`config.mk`:
```
export PLATFORM = sky130hd
export DESIGN_NAME = tcs_ram
export DESIGN_NICKNAME = d
export VERILOG_FILES = /design/src/rtl/tcs_ram.sv
export SDC_FILE = /design/constraint.sdc
export NUM_CORES = 2
export LEC_CHECK = 0
export ABC_AREA = 1
export BUFFER_PORTS_ARGS = -buffer_cell sky130_fd_sc_hd__buf_2
export CAP_MARGIN = 15
export CORE_ASPECT_RATIO = 1.25
export CORE_MARGIN = 8
export CORE_UTILIZATION = 29
export DETAILED_ROUTE_END_ITERATION = 10
export PLACE_DENSITY = 0.53
export SLEW_MARGIN = 30
export SYNTH_ARGS = -nofsm -noshare
export SYNTH_HDL_FRONTEND = slang
export SYNTH_SLANG_ARGS = --single-unit
```
`constraint.sdc`:
```
create_clock -name clk -period 2.2 [get_ports clk]
set_input_delay 0.44 -clock clk [delete_from_list [all_inputs] [get_ports clk]]
set_output_delay 0.44 -clock clk [all_outputs]
set_load 0.02 [all_outputs]
```
`src/rtl/tcs_ram.sv`:
```
`timescale 1ns / 1ps
// tcs_ram: generic simple dual-port ram, one write port, one registered read port
// no dependencies
module tcs_ram #(
    parameter int WIDTH = 8,
    parameter int DEPTH = 256
) (
    input  logic                     clk,
    input  logic                     we,
    input  logic [$clog2(DEPTH)-1:0] waddr,
    input  logic [WIDTH-1:0]         wdata,
    input  logic                     re,
    input  logic [$clog2(DEPTH)-1:0] raddr,
    output logic [WIDTH-1:0]         rdata
);

    logic [WIDTH-1:0] mem [DEPTH];
    logic [WIDTH-1:0] rdata_reg;

    always_ff @(posedge clk)
    begin
        if (we)
        begin
            mem[waddr] <= wdata;
        end
        if (re)
        begin
            rdata_reg <= mem[raddr];
        end
    end

    assign rdata = rdata_reg;

endmodule

```
==> summary.md <==
| Metric | Value |
|---|---|
| Worst-path clk slew | 0.07 ns |
| Cell variety after synth | 13 |
| Nets | 7446 |
| Antenna violations before repair | 13 |
| Met3 WL post-DR | 14600 µm |
| Layout cells sized above 1 | 12.8% |
| Die Height | 616 µm |
| Adder-Cell Fraction of Synth Area | 0% |
| Setup TNS | 0 ns |
| Register area | 61700 µm² |
| Final min period | 2.12 ns |
| Area Growth Syn to Fin | 18.8% |
| Drt first pass iters | 6 |
| CTS tree | done |
| Post-synth net total | 7030 |
| Layout Utilization | 34.6% |
| RSZ-0062 raised after global routing | no |
| Compound-Gate Fraction of Synth Area | 0% |
| Max frequency | 0.472 GHz |
| Commonest non-fill, non-tap cells in the layout | 2123 x nand2_1, 2056 x edfxtp_1, 2018 x nand3_1 |
| Syn Area/Cell | 11.9 µm² |
| Avg WL per Cell | 22.3 µm |
| Vias in the first global route | 55106 |
| Die Footprint | 305000 µm² |
| Largest net degree at the start of global routing | 79 |
| Max cap viols | 0 |
| Synth Area in XOR/XNOR | 0% |
| Count of pins over their slew limit | 0 |
| Worst skew pair latency | 0.86 ns |
| Root Buffer | clkbuf_16 |
| Crit Path Category | input port to register |
| Row count | 220 |
| Sequential share of the synthesized area | 74.0% |
| Worst path required time | 2.91 ns |
| Post-synthesis mux area share | 0% |
| CTS max path bufs | 4 |
| GRT Total Usage | 16.0% |
| Reg2reg setup slack | 0.16 ns |
| Worst reg2reg path depth | 10 |
| Pwr per Cell Area | 829 nW/µm² |
| Slew @ Worst Pin | 0.708 ns |
| Period Utilization, post-route | 96.3% |
| IO Port Bufs | 34 |
| Startpoint class of the critical path | input port |
| Synthesized area | 83500 µm² |
| Class of the worst hold path | input port to register |
| Final setup fails | 0 |
| Outcome | finished clean |
| Post-Synth Simple-Gate Area | 22.9% |
| Max layer used | met5 |
| Max reg flops | 2048 |
| Worst hold margin | 0.0789 ns |
| Drt total wl | 253000 µm |
| Synth Instances | 7003 |
| Hold Crit Depth | 1 |
| Antenna viol nets, final | 0 |
| Post-CTS setup buffers | 0 |
| GRT Residual Overflow | 0 |
| Multi-input gate area | 19100 µm² |
| Die span in x | 496 µm |
| Fill count | 28147 |
| Initial Utilization | 29.1% |
| Worst vdd ir | 0.000515 V |
| Initial DRC count | 4979 |
| Synth Warn # | 0 |
| Clock skew | 0.0720 ns |
| Commonest non-fill, non-tap cell in the layout | nand2_1 |
| Fin. Hold Viols | 0 |
| Dpl hpwl | 160000 µm |
| Num CTS Buffers | 199 |
| Slew HR | 52.7% |
| IO Pins | 35 |
| Placer Congestion | 0.860 |
| Crit path max fanout | 47 |
| Core Area | 287000 µm² |
| Clock sinks | 2056 |
| Vias/cell | 4.89 |
| H-tree Lvls | 4 |
| Pleak | 34.8 nW |
| WL met1 | 100000 µm |
| Worst Setup End Kind | register |
| Synth Register Bits | 2056 |
| First-pass GRT wire length | 370000 µm |
| Via count | 55485 |
| Dominant combinational cell family by area after synthesis | simple AND/OR/NAND/NOR gates |
| Met2 wire length | 126000 µm |
| Crit path arrival time | 2.83 ns |
| Setup ws final | 0.0804 ns |
| Pre-CTS WS | -0.921 ns |
| DRC Markers | 0 |
cells in the mapped netlist:
cell | count | area (µm²)
nand2_1 | 2123 | 7970
edfxtp_1 | 2056 | 61700
nand3_1 | 2019 | 10100
nor2_1 | 283 | 1060
buf_2 | 268 | 1340
clkbuf_1 | 112 | 420
buf_4 | 46 | 345
buf_1 | 40 | 150
inv_1 | 36 | 135
buf_6 | 16 | 180
inv_2 | 2 | 7.51
buf_8 | 1 | 15.0
inv_4 | 1 | 6.26
through the flow:
stage,power (mW),std cells,area (µm²)
3_3_place_gp,49.8,10985,92900
4_1_cts,82.9,11344,99100
5_1_grt,84.5,11345,99200
2_1_floorplan,46.7,7003,83500
3_5_place_dp,49.9,10985,92900
6_report,82.2,11348,99200
worst paths after layout:
path | startpoint | end
setup / recovery | raddr[0] | rdata[7]
hold / removal | wdata[7] | mem[211][7]
setup reg to reg | mem[130][3] | rdata[3]
hold reg to reg | mem[86][4] | rdata[4]
power by group:
group          internal (mW)  switching [mW]
clock                   18.5            14.7
combinational           1.72            4.02
sequential              43.2          0.0559
total                   63.4            18.8
worst max-delay path, stage by stage:
cell	delay [ns]
buf_8	0.15
buf_4	0.28
buf_12	0.26
buf_4	0.23
nand2_1	0.06
nand3_1	0.09
nand3_1	0.09
nand3_1	0.14
nand3_1	0.17
nand3_1	0.26
nand3_1	0.21
nand2_1	0.12
nand2_1	0.13
nand2_1	0.12
logic make-up after synthesis:
kind of cell | Yosys count
buffers and inverters | 522
AND/OR/NAND/NOR | 4425
flip-flops | 2056
timing repair:
| action | in CTS | in global routing |
|---|---|---|
| setup endpoints to repair | 3 | 1 |
| hold buffers | 7 | 0 |
| hold endpoints to repair | 78 | 0 |
| gates resized for setup | 3 | 2 |
final cells by class:
cell class                 instances  share of cell area [%]
antenna                            4                  0.0101
sequential                      2056                    62.3
clock buffer                     240                    5.22
tap                             3774                    4.76
inverter                          39                   0.182
multi-input combinational       4425                    19.3
timing repair buffer             698                    7.27
clock inverter                   112                   0.992
routing by layer:
layer,vias to the layer above,GRT usage (%)
li1,25679,-
met1,27498,20.0
met2,1816,27.9
met3,488,2.07
met4,4,6.90
met5,-,0
No activity file was read; power rests on OpenSTA's default activity.
